<file path="src/rtl/rom_ram_bank_controller_core_defines.svh">
// ----------------------------------------------------------------------------
// Bank controller assertion macros
// Shared property shorthands for the bank controller modules.
// ----------------------------------------------------------------------------
`ifndef ROM_RAM_BANK_CONTROLLER_CORE_DEFINES_SVH
`define ROM_RAM_BANK_CONTROLLER_CORE_DEFINES_SVH

// Same-cycle implication, disabled during reset.
`define RRBC_ASSERT_IMPL(LBL, CLK, RSTN, ANTE, CONS) \
    LBL: assert property (@(posedge CLK) disable iff (!RSTN) (ANTE) |-> (CONS)) \
        else $error("rrbc assertion failed");

// Next-cycle implication, disabled during reset.
`define RRBC_ASSERT_NEXT(LBL, CLK, RSTN, ANTE, CONS) \
    LBL: assert property (@(posedge CLK) disable iff (!RSTN) (ANTE) |=> (CONS)) \
        else $error("rrbc assertion failed");

`endif

</file>
<file path="src/rtl/rrbc_pkg.sv">
`timescale 1ns / 1ps
// ----------------------------------------------------------------------------
// Bank controller package
// Widths, codes and request types shared by the bank controller modules.
// ----------------------------------------------------------------------------
package rrbc_pkg;

    localparam int ROM_ADDR_BITS = 21;
    localparam int RAM_ADDR_BITS = 15;
    localparam int ROM_DEPTH     = 1 << ROM_ADDR_BITS;
    localparam int RAM_DEPTH     = 1 << RAM_ADDR_BITS;
    localparam int QUEUE_DEPTH   = 2;
    localparam int QPTR_BITS     = 1;

    typedef logic [ROM_ADDR_BITS-1:0] rom_addr_t;
    typedef logic [RAM_ADDR_BITS-1:0] ram_addr_t;
    typedef logic [7:0]               byte_t;

    localparam logic [1:0] OP_READ  = 2'd0;
    localparam logic [1:0] OP_WRITE = 2'd1;
    localparam logic [1:0] OP_LOAD  = 2'd2;

    localparam logic [2:0] REGION_RAM_ENABLE = 3'd0;
    localparam logic [2:0] REGION_BANK_LOW   = 3'd1;
    localparam logic [2:0] REGION_BANK_HIGH  = 3'd2;
    localparam logic [2:0] REGION_MODE       = 3'd3;
    localparam logic [2:0] REGION_RAM        = 3'd5;

    localparam logic [1:0] ROM_FIXED_QUARTER  = 2'd0;
    localparam logic [1:0] ROM_SWITCH_QUARTER = 2'd1;

    localparam logic [3:0] RAM_ENABLE_KEY = 4'hA;
    localparam byte_t      UNMAPPED_BYTE  = 8'hFF;

    typedef enum logic [2:0] {
        CMD_NONE,
        CMD_ROM_RD,
        CMD_ROM_WR,
        CMD_RAM_RD,
        CMD_RAM_WR,
        CMD_FF_RD
    } mem_cmd_t;

    typedef struct packed {
        mem_cmd_t  cmd;
        rom_addr_t addr;
        byte_t     data;
    } mem_req_t;

    typedef struct packed {
        logic full;
        logic empty;
    } queue_status_t;

    typedef struct packed {
        logic clearing;
    } back_status_t;

endpackage

</file>
<file path="src/rtl/rrbc_front.sv">
`timescale 1ns / 1ps
// ----------------------------------------------------------------------------
// Bank controller front end
// Accepts items, updates bank registers and maps accesses to memory requests.
// ----------------------------------------------------------------------------
module rrbc_front (
    input  logic                  clk,
    input  logic                  rst_n,
    input  logic                  in_valid,
    output logic                  in_stall,
    input  logic [1:0]            operation,
    input  logic [15:0]           bus_address,
    input  logic [20:0]           load_address,
    input  logic [7:0]            write_data,
    input  rrbc_pkg::queue_status_t q_status,
    input  rrbc_pkg::back_status_t  b_status,
    output logic                  push,
    output rrbc_pkg::mem_req_t    push_req
);
    import rrbc_pkg::*;

    logic [6:0] rom_bank_reg,  rom_bank_next;
    logic [1:0] ram_bank_reg,  ram_bank_next;
    logic       mode_reg,      mode_next;
    logic       ram_en_reg,    ram_en_next;
    logic       accept;
    logic [2:0] region;
    logic [4:0] low_bits;
    logic [6:0] eff_bank;
    mem_req_t   req;

    assign in_stall = q_status.full || b_status.clearing;
    assign accept   = in_valid && !in_stall;
    assign region   = bus_address[15:13];
    assign low_bits = write_data[4:0];
    assign eff_bank = mode_reg ? rom_bank_reg : {2'b00, rom_bank_reg[4:0]};

    always_comb
    begin
        req.cmd  = CMD_NONE;
        req.addr = '0;
        req.data = write_data;
        case (operation)
            OP_READ:
            begin
                if (bus_address[15:14] == ROM_FIXED_QUARTER)
                begin
                    req.cmd  = CMD_ROM_RD;
                    req.addr = rom_addr_t'({7'd0, bus_address[13:0]});
                end
                else if (bus_address[15:14] == ROM_SWITCH_QUARTER)
                begin
                    req.cmd  = CMD_ROM_RD;
                    req.addr = rom_addr_t'({eff_bank, bus_address[13:0]});
                end
                else if (region == REGION_RAM && ram_en_reg)
                begin
                    req.cmd  = CMD_RAM_RD;
                    req.addr = rom_addr_t'(ram_addr_t'({ram_bank_reg, bus_address[12:0]}));
                end
                else
                begin
                    req.cmd = CMD_FF_RD;
                end
            end
            OP_WRITE:
            begin
                if (region == REGION_RAM && ram_en_reg)
                begin
                    req.cmd  = CMD_RAM_WR;
                    req.addr = rom_addr_t'(ram_addr_t'({ram_bank_reg, bus_address[12:0]}));
                end
            end
            OP_LOAD:
            begin
                req.cmd  = CMD_ROM_WR;
                req.addr = rom_addr_t'(load_address);
            end
            default:
            begin
                req.cmd = CMD_NONE;
            end
        endcase
    end

    always_comb
    begin
        rom_bank_next = rom_bank_reg;
        ram_bank_next = ram_bank_reg;
        mode_next     = mode_reg;
        ram_en_next   = ram_en_reg;
        if (accept && operation == OP_WRITE)
        begin
            case (region)
                REGION_RAM_ENABLE:
                begin
                    ram_en_next = (write_data[3:0] == RAM_ENABLE_KEY);
                end
                REGION_BANK_LOW:
                begin
                    rom_bank_next = {rom_bank_reg[6:5],
                                     (low_bits == 5'd0) ? 5'd1 : low_bits};
                end
                REGION_BANK_HIGH:
                begin
                    if (mode_reg)
                    begin
                        rom_bank_next = {write_data[1:0], rom_bank_reg[4:0]};
                    end
                    else
                    begin
                        ram_bank_next = write_data[1:0];
                    end
                end
                REGION_MODE:
                begin
                    mode_next = (write_data == 8'd0);
                end
                default:
                begin
                    mode_next = mode_reg;
                end
            endcase
        end
    end

    always_ff @(posedge clk or negedge rst_n)
    begin
        if (!rst_n)
        begin
            rom_bank_reg <= 7'd1;
            ram_bank_reg <= 2'd0;
            mode_reg     <= 1'b1;
            ram_en_reg   <= 1'b0;
        end
        else
        begin
            rom_bank_reg <= rom_bank_next;
            ram_bank_reg <= ram_bank_next;
            mode_reg     <= mode_next;
            ram_en_reg   <= ram_en_next;
        end
    end

    assign push     = accept && (req.cmd != CMD_NONE);
    assign push_req = req;

endmodule

</file>
<file path="config.mk">
export PLATFORM = sky130hd
export DESIGN_NAME = rrbc_front
export DESIGN_NICKNAME = d
export VERILOG_FILES = /design/src/rtl/rom_ram_bank_controller_core_defines.svh /design/src/rtl/rrbc_pkg.sv /design/src/rtl/rrbc_front.sv
export SDC_FILE = /design/constraint.sdc
export NUM_CORES = 1
export LEC_CHECK = 0
export BUFFER_PORTS_ARGS = -buffer_cell sky130_fd_sc_hd__buf_2
export CAP_MARGIN = 20
export CORE_UTILIZATION = 30
export CTS_BUF_LIST = sky130_fd_sc_hd__clkbuf_16
export DETAILED_ROUTE_END_ITERATION = 6
export PLACE_DENSITY_LB_ADDON = 0.1
export SYNTH_ARGS = -nofsm -noshare
export SYNTH_HDL_FRONTEND = slang
export SYNTH_SLANG_ARGS = --single-unit
</file>
<file path="constraint.sdc">
create_clock -name clk -period 1.5 [get_ports clk]
set_input_delay 0.3 -clock clk [delete_from_list [all_inputs] [get_ports clk]]
set_output_delay 0.3 -clock clk [all_outputs]
set_load 0.02 [all_outputs]
</file>
==> flow_metrics.env <==
export IMPL_wl_per_cell_um=13.1
export IMPL_routed_via_density=4.89
export IMPL_die_y_um=58.5
export IMPL_syn_to_final_growth_pct=79.7
export IMPL_hold_path_startpoint="write_data[4]"
export IMPL_period_needed_ns=1.65
export IMPL_totalWireLength_um=3120
export IMPL_hold_depth=2
export IMPL_worstPathArrival_ns=1.35
export IMPL_async_flop_share_pct=100
export IMPL_pwr_share_seq_pct=27.9
export IMPL_rsz0062_at_grt="true"
export IMPL_r2r_setup_slack_ns=0.24
export IMPL_avgSynthCellArea_um2=9.20
export IMPL_slew_headroom_pct=80.8
export IMPL_grt_use_total_pct=18.1
export IMPL_design_area_um2=1720
export IMPL_setup_viol=17
export IMPL_n_fill_cell=295
export IMPL_tightest_slew_ns=0.288
export IMPL_place_ws_ns=-0.135
export IMPL_worstSkewPairLatency_ns=0.23
export IMPL_grt_max_degree=16
export IMPL_fin_crit_sh_pct=110
export IMPL_drc_errors=0
export IMPL_yosys_register_bits=11
export IMPL_gr_total_overflow=0
export IMPL_synth_edf_count=0
export IMPL_drt_first_pass_iters=4
export IMPL_ant_nets=0
export IMPL_io_pins=87
export IMPL_largest_register_ff_count=7
export IMPL_synth_cells=104
export IMPL_p_switching_mw=0.312
export IMPL_comb_power_share_pct=32.1
export IMPL_power_frac_clock_pct=40.0
export IMPL_r2r_start="mode_reg$_DFFE_PN1P_"
export IMPL_num_rows=20
export IMPL_cts_tree="yes"
export IMPL_core_um2=3030
export IMPL_powerDensity_nw_per_um2=678
export IMPL_port_buffers=85
export IMPL_violations="negative setup slack"
export IMPL_irDropWorstVdd_uv=661
export IMPL_maxCapViolations=0
export IMPL_synthFlopType="dfrtp_1"
export IMPL_intPower_mw=0.855
export IMPL_grt_first_pass_wirelength_um=4890
export IMPL_numCtsBuffers=3
export IMPL_drt_iter0_drc=39
export IMPL_dieWidth_um=58.5
export IMPL_setup_ws_ns=-0.149
export IMPL_status="complete, but fails checks"
export IMPL_nets=249
export IMPL_fin_total_pwr_mw=1.17
export IMPL_dp_hpwl_um=2390
export IMPL_root_buffer="clkbuf_16"
export IMPL_crit_fanout=13
export IMPL_seq_area_frac_synth_pct=29.0
export IMPL_reg2reg_depth=3
export IMPL_final_util_pct=56.8
export IMPL_setup_worst_path_class="reg2out"
export IMPL_netlist_area_um2=957
export IMPL_cts_sinks=11
export IMPL_vias=1169
export IMPL_cts_buffer_depth=2
export IMPL_synth_cell_types=36
export IMPL_drive_gt1_share_pct=63.6
export IMPL_htreeDepth=1
export IMPL_final_hold_viol_count=0
export IMPL_slew_violations=0
export IMPL_cts_clk_slew_worst_paths_ns=0.04
export IMPL_synth_warnings=0
export IMPL_die_area_um2=3420
export IMPL_diodes=0
export IMPL_swShare_pct=26.7
export IMPL_hp_class="in2reg"
export IMPL_fmax_mhz=606
export IMPL_antenna_found_initial=0
export IMPL_placed_area_um2=1450
export IMPL_globalplace_congestion=0.755
export IMPL_grt_pass1_vias=1107
export IMPL_required_ns=1.20
export IMPL_clock_skew_ns=0.000701
export IMPL_end_kind="output pin"
export IMPL_r2r_end="ram_bank_reg[1]$_DFFE_PN0P_"
export IMPL_start_util_pct=31.6
export IMPL_worstSetupStartpointType="flop"
export IMPL_min_to="rom_bank_reg[4]$_DFFE_PN0P_"
export IMPL_synth_nets=157
export IMPL_p_leak_nw=0.883
==> stage by stage <==
stage / hold WS (ns) / cells / TNS, ns
final: 0.347 / 239 / -2.13
after global routing: 0.366 / 239 / -3.47
after global placement: 0.173 / 231 / -1.86
after CTS: 0.347 / 239 / -2.01
after floorplan: 0.00441 / 104 / 0
after detailed placement: 0.180 / 231 / -2.06
==> layout make-up <==
cell class,count,area [um2],share of cell area [%]
Clock buffer,3,75.1,4.36
Sequential cell,11,278,16.1
Timing Repair Buffer,101,699,40.7
Multi-Input combinational cell,78,606,35.2
Inverter,1,3.75,0.218
Clock inverter,1,3.75,0.218
Tap cell,44,55.1,3.20
==> worst max-delay path by stage <==
stage | endpoint | depth (start not counted) | start | slack, ns
6_report | push_req[8] | 5 | ram_en_reg$_DFFE_PN0P_ | -0.15
5_1_grt | push_req[31] | 5 | ram_en_reg$_DFFE_PN0P_ | -0.22
4_1_cts | push_req[14] | 5 | ram_en_reg$_DFFE_PN0P_ | -0.13
3_5_place_dp | push_req[8] | 6 | bus_address[15] | -0.14
3_3_place_gp | push | 7 | bus_address[15] | -0.12
2_1_floorplan | push_req[10] | 4 | bus_address[15] | 0.03
==> worst max-delay path: stages (launching register included) <==
cell and delay [ns]:
dfrtp_1 0.40, nand4b_4 0.13, a21oi_4 0.16, buf_12 0.14
a22o_1 0.16, buf_6 0.12
==> synth_stat cells (2+ instances only) <==
cell type  count  area, um2
nor3_1         2       10.0
mux2_1         4       45.0
a22o_1        13        114
or2_2          2       12.5
dfstp_2        2       52.6
and2_1         2       12.5
nor2b_1        2       12.5
mux2_2         7       78.8
nand3_1        6       30.0
nor2_1         5       18.8
buf_2          3       15.0
dfrtp_1        9        225
nand4_1        4       25.0
clkbuf_1       2       7.51
nand2_1        7       26.3
buf_4          8       60.1
a21oi_1        7       35.0
==> logic make-up after synthesis <==
logic type | share of synthesized area (%)
buf+inv | 10.2
xor+xnor | 0.915
simple gates | 25.4
compound gates | 21.6
mux | 12.9
flops | 29.0
==> repair_timing <==
action | in CTS | in global routing
hold endpoints to repair | 9 | 0
endpoints found under the setup margin | 23 | 24
resized for setup | 31 | 20
pin swaps | 6 | 6
hold buffers | 1 | 0
setup buffers | 3 | 0
==> power groups by stage <==
stage,combinational (mW),clock [mW],sequential (mW)
floorplan,0.173,0,0.325
global placement,0.310,0,0.329
detailed placement,0.317,0,0.329
CTS,0.356,0.480,0.325
global route,0.402,0.493,0.328
finish,0.374,0.467,0.326
==> routing by layer <==
metal	vias to the layer above	global-route usage [%]	wire length, um	share of wire [%]
met4	0	4.08	0	0
met1	554	21.9	1320	42
met3	0	2.20	191	6.1
met5	-	0	0	0
li1	568	-	-	-
met2	47	34.2	1610	51
==> layout by cell type, fill, tap and decap left out, drive strengths merged <==
cell type,Yosys,final
buf,12,99
a22o,13,13
mux2,11,11
dfrtp,9,9
a21oi,8,8
nand2,7,7
nand3,6,6
nor2,5,5
nand4,5,5
clkbuf,2,4
or2,2,2
nor2b,2,2
and2,2,2
nor3,2,2
dfstp,2,2
nand4b,2,2
inv,1,2
nor3b,2,2
a31oi,1,1
o2bb2ai,1,1
a22oi,1,1
nand3b,1,1
o22ai,1,1
xor2,1,1
and3,1,1
o21ai,1,1
or3,1,1
or4,1,1
o21bai,1,1
dlygate4sd3,0,1
Note: power is estimated with default switching activity, not from simulation.
