`src/rtl/rom_ram_bank_controller_core_defines.svh`:
```
// ----------------------------------------------------------------------------
// Bank controller assertion macros
// Shared property shorthands for the bank controller modules.
// ----------------------------------------------------------------------------
`ifndef ROM_RAM_BANK_CONTROLLER_CORE_DEFINES_SVH
`define ROM_RAM_BANK_CONTROLLER_CORE_DEFINES_SVH

// Same-cycle implication, disabled during reset.
`define RRBC_ASSERT_IMPL(LBL, CLK, RSTN, ANTE, CONS) \
    LBL: assert property (@(posedge CLK) disable iff (!RSTN) (ANTE) |-> (CONS)) \
        else $error("rrbc assertion failed");

// Next-cycle implication, disabled during reset.
`define RRBC_ASSERT_NEXT(LBL, CLK, RSTN, ANTE, CONS) \
    LBL: assert property (@(posedge CLK) disable iff (!RSTN) (ANTE) |=> (CONS)) \
        else $error("rrbc assertion failed");

`endif

```
`src/rtl/rrbc_pkg.sv`:
```
`timescale 1ns / 1ps
// ----------------------------------------------------------------------------
// Bank controller package
// Widths, codes and request types shared by the bank controller modules.
// ----------------------------------------------------------------------------
package rrbc_pkg;

    localparam int ROM_ADDR_BITS = 21;
    localparam int RAM_ADDR_BITS = 15;
    localparam int ROM_DEPTH     = 1 << ROM_ADDR_BITS;
    localparam int RAM_DEPTH     = 1 << RAM_ADDR_BITS;
    localparam int QUEUE_DEPTH   = 2;
    localparam int QPTR_BITS     = 1;

    typedef logic [ROM_ADDR_BITS-1:0] rom_addr_t;
    typedef logic [RAM_ADDR_BITS-1:0] ram_addr_t;
    typedef logic [7:0]               byte_t;

    localparam logic [1:0] OP_READ  = 2'd0;
    localparam logic [1:0] OP_WRITE = 2'd1;
    localparam logic [1:0] OP_LOAD  = 2'd2;

    localparam logic [2:0] REGION_RAM_ENABLE = 3'd0;
    localparam logic [2:0] REGION_BANK_LOW   = 3'd1;
    localparam logic [2:0] REGION_BANK_HIGH  = 3'd2;
    localparam logic [2:0] REGION_MODE       = 3'd3;
    localparam logic [2:0] REGION_RAM        = 3'd5;

    localparam logic [1:0] ROM_FIXED_QUARTER  = 2'd0;
    localparam logic [1:0] ROM_SWITCH_QUARTER = 2'd1;

    localparam logic [3:0] RAM_ENABLE_KEY = 4'hA;
    localparam byte_t      UNMAPPED_BYTE  = 8'hFF;

    typedef enum logic [2:0] {
        CMD_NONE,
        CMD_ROM_RD,
        CMD_ROM_WR,
        CMD_RAM_RD,
        CMD_RAM_WR,
        CMD_FF_RD
    } mem_cmd_t;

    typedef struct packed {
        mem_cmd_t  cmd;
        rom_addr_t addr;
        byte_t     data;
    } mem_req_t;

    typedef struct packed {
        logic full;
        logic empty;
    } queue_status_t;

    typedef struct packed {
        logic clearing;
    } back_status_t;

endpackage

```
`src/rtl/rrbc_queue.sv`:
```
`timescale 1ns / 1ps
// ----------------------------------------------------------------------------
// Bank controller request queue
// Short FIFO of memory requests between front end and back end.
// ----------------------------------------------------------------------------
module rrbc_queue (
    input  logic                    clk,
    input  logic                    rst_n,
    input  logic                    push,
    input  rrbc_pkg::mem_req_t      push_req,
    input  logic                    pop,
    output rrbc_pkg::mem_req_t      head,
    output rrbc_pkg::queue_status_t status
);
    import rrbc_pkg::*;

    mem_req_t              entry_reg [QUEUE_DEPTH];
    logic [QPTR_BITS-1:0]  wr_ptr_reg, wr_ptr_next;
    logic [QPTR_BITS-1:0]  rd_ptr_reg, rd_ptr_next;
    logic [QPTR_BITS:0]    count_reg,  count_next;

    assign status.full  = (count_reg == (QPTR_BITS + 1)'(QUEUE_DEPTH));
    assign status.empty = (count_reg == '0);
    assign head         = entry_reg[rd_ptr_reg];

    always_comb
    begin
        wr_ptr_next = push ? wr_ptr_reg + 1'b1 : wr_ptr_reg;
        rd_ptr_next = pop  ? rd_ptr_reg + 1'b1 : rd_ptr_reg;
        count_next  = count_reg;
        if (push && !pop)
        begin
            count_next = count_reg + 1'b1;
        end
        else if (pop && !push)
        begin
            count_next = count_reg - 1'b1;
        end
    end

    always_ff @(posedge clk)
    begin
        if (push)
        begin
            entry_reg[wr_ptr_reg] <= push_req;
        end
    end

    always_ff @(posedge clk or negedge rst_n)
    begin
        if (!rst_n)
        begin
            wr_ptr_reg <= '0;
            rd_ptr_reg <= '0;
            count_reg  <= '0;
        end
        else
        begin
            wr_ptr_reg <= wr_ptr_next;
            rd_ptr_reg <= rd_ptr_next;
            count_reg  <= count_next;
        end
    end

endmodule

```
`config.mk`:
```
export PLATFORM = sky130hd
export DESIGN_NAME = rrbc_queue
export DESIGN_NICKNAME = d
export VERILOG_FILES = /design/src/rtl/rom_ram_bank_controller_core_defines.svh /design/src/rtl/rrbc_pkg.sv /design/src/rtl/rrbc_queue.sv
export SDC_FILE = /design/constraint.sdc
export NUM_CORES = 1
export LEC_CHECK = 0
export BUFFER_PORTS_ARGS = -buffer_cell sky130_fd_sc_hd__buf_2
export CORE_MARGIN = 3
export CORE_UTILIZATION = 30
export DETAILED_ROUTE_END_ITERATION = 8
export HOLD_SLACK_MARGIN = 0.05
export PLACE_DENSITY_LB_ADDON = 0.05
export SLEW_MARGIN = 20
export SYNTH_ARGS = -nofsm -noshare
export SYNTH_HDL_FRONTEND = slang
export SYNTH_SLANG_ARGS = --single-unit
```
`constraint.sdc`:
```
create_clock -name clk -period 3.9 [get_ports clk]
set_clock_uncertainty 0.1 [all_clocks]
set_input_delay 0.195 -clock clk [delete_from_list [all_inputs] [get_ports clk]]
set_output_delay 0.195 -clock clk [all_outputs]
set_load 0.02 [all_outputs]
```
==> impl_results.md, run 1 <==
- Util after Layout: 42.5%
- Setup repair after global routing missed its margin: false
- Area growth syn-to-layout: 34.4%
- Combinational share of power: 33.3%
- PwrDens: between 600 and 700 nW/um2
- Largest net degree at the start of global routing: 34
- CP Launch Type: flop
- Switch Pwr: between 0.7 and 0.8 mW
- Synth Instances: 116
- DRT antenna net count: 0
- Ys Warns: 0
- Post-synthesis cell type count: 13
- Fin. max-slew vios: 0
- Worst-path cell with the longest stage delay: dfrtp_2
- Worst-Skew Late Latency: around 0.32 ns
- Worst min-delay path class: in -> async
- Tot GR Track Use: 10.1%
- Worst-path clk slew: around 0.070 ns
- Post-CTS sizing: 0
- Final wirelength: around 4700 um
- Routed len/inst: 14.0 um
- Core Rows: 33
- Final setup viols: 0
- Antenna Cells: 0
- Final Hold Fails: 0
- Post-route setup TNS: 0 ns
- Buf+Inv Stages, Crit Path: 1
- Total Power: between 2 and 2.5 mW
- Post-route cell area: 3560 um2
- Mapped cell area: approximately 2600 um2
- Number of global-route vias before repair: roughly 1500
- DR vias/cell: 4.14
- Critical Path End Type: output port
- # Max-Cap Violations: 0
- CP arrival: a little under 2 ns
- Pleak: 1.44 nW
- CTS Buf Count: 9
- GRT overflow: 0
- Outcome: completed
- Peak supply drop: between 0.4 and 0.5 mV
- CTS tree: done
- Max clock buf depth: 2
- Crit path required time: about 3.6 ns
- CTS Root Cell: clkbuf_8
- Initial antenna violation count: 0
- P_int: about 1.6 mW
- DR vias: 1388
- Syn Nets: 153
- Slowest stage delay, CP: 1.06 ns
- Worst setup path class: reg -> out
- Worst-Margin Slew: 1.06 ns
- Remaining DRCs: 0
- First-pass DRT Iterations: 4
- Sequential Power Share: 47.7%
- CP delay by family, top: flip-flops
- TritonCTS sink count: 68
- Critical path peak fanout: 33
- Placer Congestion: between 0.6 and 0.7
- Mean Syn Cell Area: 22.8 um2
- Share of layout cells above drive strength 1: 50.0%
- H-tree Lvls: 3
- Die width: between 90 and 100 um
- Io pins: 70
- Full die area: 9990 um2
- Period utilisation layout: 57.9%
- Switching part of the total: between 30% and 40%
- Global-route wire length before repair: approximately 7500 um
- Area of placed instances: 3060 um2
- Final net count: 264
- Clk pwr share: 18.9%
- Min Hold Slack: 0.112 ns
- Relative slew slack: 29.6%
- 1st-iter DRT viols: 23
- Maximum clock rate: around 0.44 GHz
- Synthesis-stage register bit count: slightly below 70
- Worst path cell trace: mux2_2 > buf_2
- CORE AREA: 8380 um2
- Die height: 100 um
- PortBufs: slightly below 70
- Register area share after synthesis: 76.3%
- Minimum clock period after layout: 2.26 ns
- Largest register FFs: 64
- Initial Util: 31.6%
[timing repair]
| item | in CTS | in global routing |
|---|---|---|
| hold buffers | 35 | 0 |
| buffers inserted | 0 | 0 |
| hold endpoints to repair | 70 | 0 |
[power groups by stage]
stage	Sequential (mW)	Combinational (mW)	Clock [mW]
detailed placement	1.14	0.770	0
finish	1.12	0.780	0.443
global route	1.14	0.836	0.501
floorplan	1.03	0.699	0
global placement	1.13	0.764	0
CTS	1.12	0.800	0.464
[kinds of logic after synthesis]
family / Yosys count / share of synthesized area, %
fa+ha+maj: 1 / 0.472
flops: 68 / 76.3
simple gates: 5 / 0.992
xor+xnor: 5 / 1.65
buf+inv: 5 / 2.83
mux: 32 / 17.7
[metrics by stage]
step | worst slack, ns | std cells
after floorplan | 1.53 | 116
after global placement | 1.94 | 286
after detailed placement | 1.92 | 286
after CTS | 1.55 | 335
after global routing | 1.48 | 335
final | 1.64 | 335
[cell type report]
type | count | area [um2]
Inverter | 1 | 3.75
Fill cell | 773 | 4820
Clock inverter | 5 | 21.3
Sequential cell | 68 | 2020
Clock buffer | 9 | 124
Tap cell | 105 | 131
Multi-Input combinational cell | 43 | 561
Timing Repair Buffer | 104 | 696
[per-layer routing]
metal	part of all wire (%)	GRT usage [%]
met2	51	16.9
met3	6.4	2.85
met4	1.7	5.99
met1	41	11.5
met5	0	0
[synth_stat cells]
cell type  count  share of area [%]
dfrtp_1        4                3.8
mux2_2         3                1.3
nor2_1         2               0.28
buf_6          1               0.43
xor2_1         4                1.3
ha_1           1               0.47
mux2_4        29                 16
buf_12         3                2.3
and2_1         1               0.24
inv_1          1               0.14
nor2b_1        2               0.47
edfxtp_1      64                 73
xnor2_1        1               0.33
[final timing paths]
check                             start              end  slack (ns)  cells past startpoint
max                          rd_ptr_reg         head[12]        1.64                      2
min reg2reg                count_reg[1]     count_reg[1]        0.40                      1
min in group clk           count_reg[1]     count_reg[1]        0.40                      1
min                               rst_n       wr_ptr_reg        0.11                      2
max reg2reg                  wr_ptr_reg  entry_reg[0][1]        2.19                      1
max in group asynchronous         rst_n       rd_ptr_reg        3.45                      2
[layout by cell type (no fill, tap or decap)]
cell	synthesis	layout
dfrtp_2	0	1
dfrtp_1	4	3
edfxtp_1	64	64
xnor2_1	1	1
inv_1	1	1
and2_2	0	1
mux2_2	3	3
mux2_4	29	29
dlygate4sd3_1	0	35
nor2b_4	0	1
buf_2	0	69
clkbuf_8	0	9
clkinv_2	0	2
nor2_1	2	2
xor2_1	4	4
ha_1	1	1
nor2b_1	2	1
clkinv_1	0	3
(Power assumes the default switching activity.)
==> run 2: changes to the inputs <==
==> constraint.sdc (replaced) <==
create_clock -name clk -period 1.8 [get_ports clk]
set_clock_uncertainty 0.1 [all_clocks]
set_input_delay 0.09 -clock clk [delete_from_list [all_inputs] [get_ports clk]]
set_output_delay 0.09 -clock clk [all_outputs]
set_load 0.02 [all_outputs]
==> run 2 against run 1 <==
Effect of this change: worst setup slack got worse by 1.5 ns; design area increased by 3.6%; sequential power increased by 99%; sequential cell count unchanged; via count increased by 2.6%; wire length increased by 0.43%; global-route usage increased by 0.18 points.
==> impl_results.md, run 2 (synthesis gave the netlist of run 1 again) <==
- CP Launch Type: flop
- Max clock buf depth: 2
- Area of the multi-input gates: 561 um2
- Fin. max-slew vios: 0
- Die height: 100 um
- Reg2reg end: entry_reg[1][26]
- PortBufs: 69
- Number of global-route vias before repair: 1534
- Setup repair after global routing missed its margin: false
- DR vias: 1424
- DP Cell Count: 292
- CORE AREA: 8380 um2
- Outcome: completed
- Util after Layout: 44.0%
- Critical Path End Type: output port
- Worst setup path class: reg -> out
- Antenna Cells: 0
- Fill count: around 770
- Final setup viols: 0
- Worst-Skew Late Latency: 0.33 ns
- Period utilisation layout: 92.8%
- Global-route wire length before repair: 7600 um
- 1st-iter DRT viols: 34
- Worst-path clk slew: 0.07 ns
- Maximum clock rate: 0.599 GHz
- DRT antenna net count: 0
- Share of layout cells above drive strength 1: 52.7%
- Critical path peak fanout: 19
- Largest register FFs: 64
- CTS Root Cell: clkbuf_8
- Final net count: 273
- Full die area: approximately 10000 um2
- Worst-Margin Slew: 0.290 ns
- Initial Util: 31.6%
- Worst R2R Path Depth: 2
- TritonCTS sink count: 68
- DR vias/cell: 4.12
- Pleak: 1.51 nW
- Initial antenna violation count: 0
- R2R setup slack: 0.50 ns
- Final wirelength: 4720 um
- Tot GR Track Use: 10.3%
- Storage cell area: 2020 um2
- Total Power: 5.39 mW
- Crit path from: rd_ptr_reg
- Peak supply drop: 0.675 mV
- Minimum clock period after layout: between 1.5 and 2 ns
- # Max-Cap Violations: 0
- Slowest stage delay, CP: 0.43 ns
- Die width: 100 um
- GRT overflow: 0
- Commonest non-fill, non-tap cell in the layout: buf_2
- CP arrival: about 1.5 ns
- Worst min-delay path class: in -> reg
- H-tree Lvls: 3
- Crit path required time: 1.61 ns
- Area growth syn-to-layout: 39.3%
- Io pins: 70
- Post-route non-filler standard cell count: ~350
- Worst-path cell with the longest stage delay: dfrtp_2
- CP endpoint: head[16]
- Routed len/inst: 13.6 um
- Min Hold Slack: 0.384 ns
- Placer Congestion: 0.681
- Relative slew slack: 80.7%
- Worst path cell trace: buf_12 > mux2_2 > buf_2
- Commonest non-fill, non-tap cells in the layout: 69 x buf_2, 64 x edfxtp_1, 36 x dlygate4sd3_1
- Core Rows: 33
- First-pass DRT Iterations: 4
- Post-CTS sizing: 0
- Remaining DRCs: 0
- Largest net degree at the start of global routing: 20
- Final Hold Fails: 0
- CTS Buf Count: 9
- CTS tree: done
- Post-route setup TNS: 0 ns
- FF-to-FF Start: wr_ptr_reg
- PwrDens: approximately 1500 nW/um2
==> run 2: power breakdown <==
group / internal (mW) / leakage, nW / switching (mW)
Combinational: 0.950 / 0.768 / 1.03
Sequential: 2.11 / 0.646 / 0.124
Clock: 0.631 / 0.0926 / 0.549
==> run 2: repair_timing <==
item                                    in CTS  in global routing
endpoints found under the hold margin       71                  0
hold buffers                                36                  0
endpoints found under the setup margin       3                  0
setup buffers                                2                  0
==> run 2: critical path: cells and delay by family (launching register included) <==
family | cells | cell delay, ns
flops | 1 | 0.43
buf+inv | 2 | 0.36
mux | 1 | 0.35
==> run 2: cell type report <==
class / instances / area share, %
Sequential cell: 68 / 54.9
Clock inverter: 7 / 1.83
Multi-Input combinational cell: 43 / 15.2
Tap cell: 105 / 3.56
Inverter: 1 / 0.102
Timing Repair Buffer: 113 / 21.1
Clock buffer: 9 / 3.36
==> run 2: per-layer routing <==
metal | GRT usage [%] | up-vias | share of wire [%]
li1 | - | 688 | -
met4 | 5.36 | 0 | 1.6
met2 | 17.2 | 42 | 52
met1 | 12.0 | 686 | 41
met5 | 0 | - | 0
met3 | 2.85 | 8 | 5.4
==> run 2: worst min path at each step <==
stage / from / end / slack [ns] / cells past startpoint
floorplan: rst_n / count_reg[0] / -0.31 / 0
global placement: rst_n / count_reg[1] / -0.20 / 1
detailed placement: rst_n / count_reg[1] / -0.19 / 1
CTS: push_req[5] / entry_reg[0][5] / 0.36 / 2
global route: push_req[9] / entry_reg[1][9] / 0.38 / 2
finish: push_req[29] / entry_reg[1][29] / 0.38 / 2
==> run 2: metrics by stage <==
step / instance area, um2 / setup slack, ns
6_report: 3690 / 0.129
5_1_grt: 3690 / 0.0506
4_1_cts: 3690 / 0.0833
3_5_place_dp: 3120 / 0.357
3_3_place_gp: 3120 / 0.360
2_1_floorplan: 2650 / 0.0373
==> run 3: changes to the inputs <==
--- a/config.mk
+++ b/config.mk
@@ -6,7 +6,6 @@
 export NUM_CORES = 1
 export LEC_CHECK = 0
 export BUFFER_PORTS_ARGS = -buffer_cell sky130_fd_sc_hd__buf_2
-export CORE_MARGIN = 3
 export CORE_UTILIZATION = 30
 export DETAILED_ROUTE_END_ITERATION = 8
 export HOLD_SLACK_MARGIN = 0.05
==> run 3 against run 2 <==
Effect of this change: hold slack worse by 0.0015 ns; sequential power about the same; register-to-register slack worse by 0.04 ns; global-route usage increased by 0.61 points; clock power shrank 12%; design area shrank 1.2%; die area decreased by 7.8%; first-iteration DRC count decreased by 15%; total power decreased by 3.2%; critical path depth stayed put; largest cell class unchanged.
==> impl_results.md, run 3 (synthesis gave the netlist of run 1 again) <==
- Worst R2R Path Depth: 2
- Peak supply drop: 0.562 mV
- Max clock buf depth: 2
- Min Hold Slack: 0.382 ns
- Post-CTS sizing: 0
- CTS Root Cell: clkbuf_8
- Crit path required time: 1.61 ns
- Tot GR Track Use: 10.9%
- Total Power: approximately 5.2 mW
- Final net count: 271
- Clk pwr share: 19.9%
- Area of placed instances: roughly 3100 um2
- GRT overflow: 0
- Commonest non-fill, non-tap cells in the layout: 69 x buf_2, 64 x edfxtp_1, 36 x dlygate4sd3_1
- Share of layout cells above drive strength 1: 51.5%
- Post-route cell area: 3650 um2
- CP arrival: 1.48 ns
- H-tree Lvls: 3
- CTS Buf Count: 9
- Sequential Power Share: 42.7%
- DR vias/cell: 4.14
- Global-route wire length before repair: approximately 7000 um
- Period utilisation layout: between 90% and 100%
- Core Rows: 33
- Worst path cell trace: buf_4 > mux2_4 > buf_2
- Final Hold Fails: 0
- Final HPWL DP: 3130 um
- Reg2reg end: entry_reg[1][19]
- Minimum clock period after layout: 1.67 ns
- Post-route setup TNS: 0 ns
- Placer Congestion: 0.618
- DR vias: roughly 1400
- Switch Pwr: 1.65 mW
- Final setup viols: 0
- TritonCTS sink count: just under 70
- Initial Util: 31.6%
- Number of global-route vias before repair: 1548
- CP endpoint: head[31]
- CORE AREA: ~8400 um2
- Critical Path End Type: output port
- PortBufs: about 70
- Worst-Margin Slew: 0.316 ns
- Relative slew slack: 78.9%
- CP Launch Type: flop
- CTS tree: done
- Switching part of the total: 31.7%
- Die height: 96.0 um
- Routed len/inst: roughly 13 um
- Crit path from: rd_ptr_reg
- Worst setup path class: reg -> out
- CP delay by family, top: buffers and inverters
- Initial antenna violation count: 0
- R2R setup slack: 0.46 ns
- Setup repair after global routing missed its margin: false
- Commonest non-fill, non-tap cell in the layout: buf_2
- Pleak: 1.49 nW
- 1st-iter DRT viols: 29
- Largest net degree at the start of global routing: 23
- Io pins: 70
- Remaining DRCs: 0
- Buf+Inv Stages, Crit Path: 2
- Worst min-delay path class: in -> reg
- Cell count along the critical path: 3
- First-pass DRT Iterations: 4
- P_int: around 3.6 mW
- Worst-path cell with the longest stage delay: dfrtp_2
- Antenna Cells: 0
- FF-to-FF Start: wr_ptr_reg
- # Max-Cap Violations: 0
- PwrDens: between 1000 and 1500 nW/um2
- Area growth syn-to-layout: 37.6%
- Outcome: completed
- Critical path peak fanout: 14
- Maximum clock rate: 0.597 GHz
- Worst-Skew Late Latency: 0.32 ns
- Full die area: 9210 um2
- Fin. max-slew vios: 0
- Slowest stage delay, CP: 0.38 ns
- Worst-path clk slew: 0.07 ns
- Largest register FFs: 64
- Combinational share of power: 37.4%
- DRT antenna net count: 0
- Die width: between 90 and 100 um
- Final wirelength: approximately 4600 um
[run 3: stage by stage]
step | utilization [%] | setup WS (ns) | instances
final | 43.5 | 0.125 | 344
after global routing | 43.5 | 0.0698 | 344
after CTS | 43.5 | 0.0924 | 344
after detailed placement | 37.2 | 0.446 | 292
after global placement | 37.2 | 0.474 | 292
after floorplan | - | 0.0373 | 116
[run 3: layout make-up]
type,instances,area [um2]
Clock buffer,13,149
Clock inverter,3,15.0
Fill cell,773,4740
Inverter,1,3.75
Multi-Input combinational cell,43,561
Sequential cell,68,2020
Tap cell,105,131
Timing Repair Buffer,111,763
[run 3: power groups by stage]
stage / registers (mW) / logic [mW] / clock network (mW)
global placement: 2.25 / 1.91 / 0
detailed placement: 2.27 / 1.94 / 0
floorplan: 2.22 / 1.52 / 0
finish: 2.23 / 1.95 / 1.04
CTS: 2.23 / 2.00 / 1.08
global route: 2.26 / 2.10 / 1.14
[run 3: per-layer routing]
layer,vias up,wire length [um],global-route usage (%)
li1,684,-,-
met1,685,1740,10.6
met2,45,2520,20.5
met3,10,248,2.76
met4,0,109,6.72
met5,-,0,0
[run 3: how the worst min path moves through the flow]
stage / from / endpoint / slack (ns) / cells after the start
4_1_cts: push_req[4] / entry_reg[1][4] / 0.36 / 2
3_5_place_dp: rst_n / count_reg[1] / -0.19 / 1
6_report: push_req[7] / entry_reg[0][7] / 0.38 / 2
2_1_floorplan: rst_n / count_reg[0] / -0.31 / 0
3_3_place_gp: rst_n / count_reg[1] / -0.20 / 1
5_1_grt: push_req[4] / entry_reg[0][4] / 0.37 / 2
[run 3: what timing repair did]
action                    CTS  global route
buffers inserted            0             0
hold buffers               36             0
hold endpoints to repair   70             0
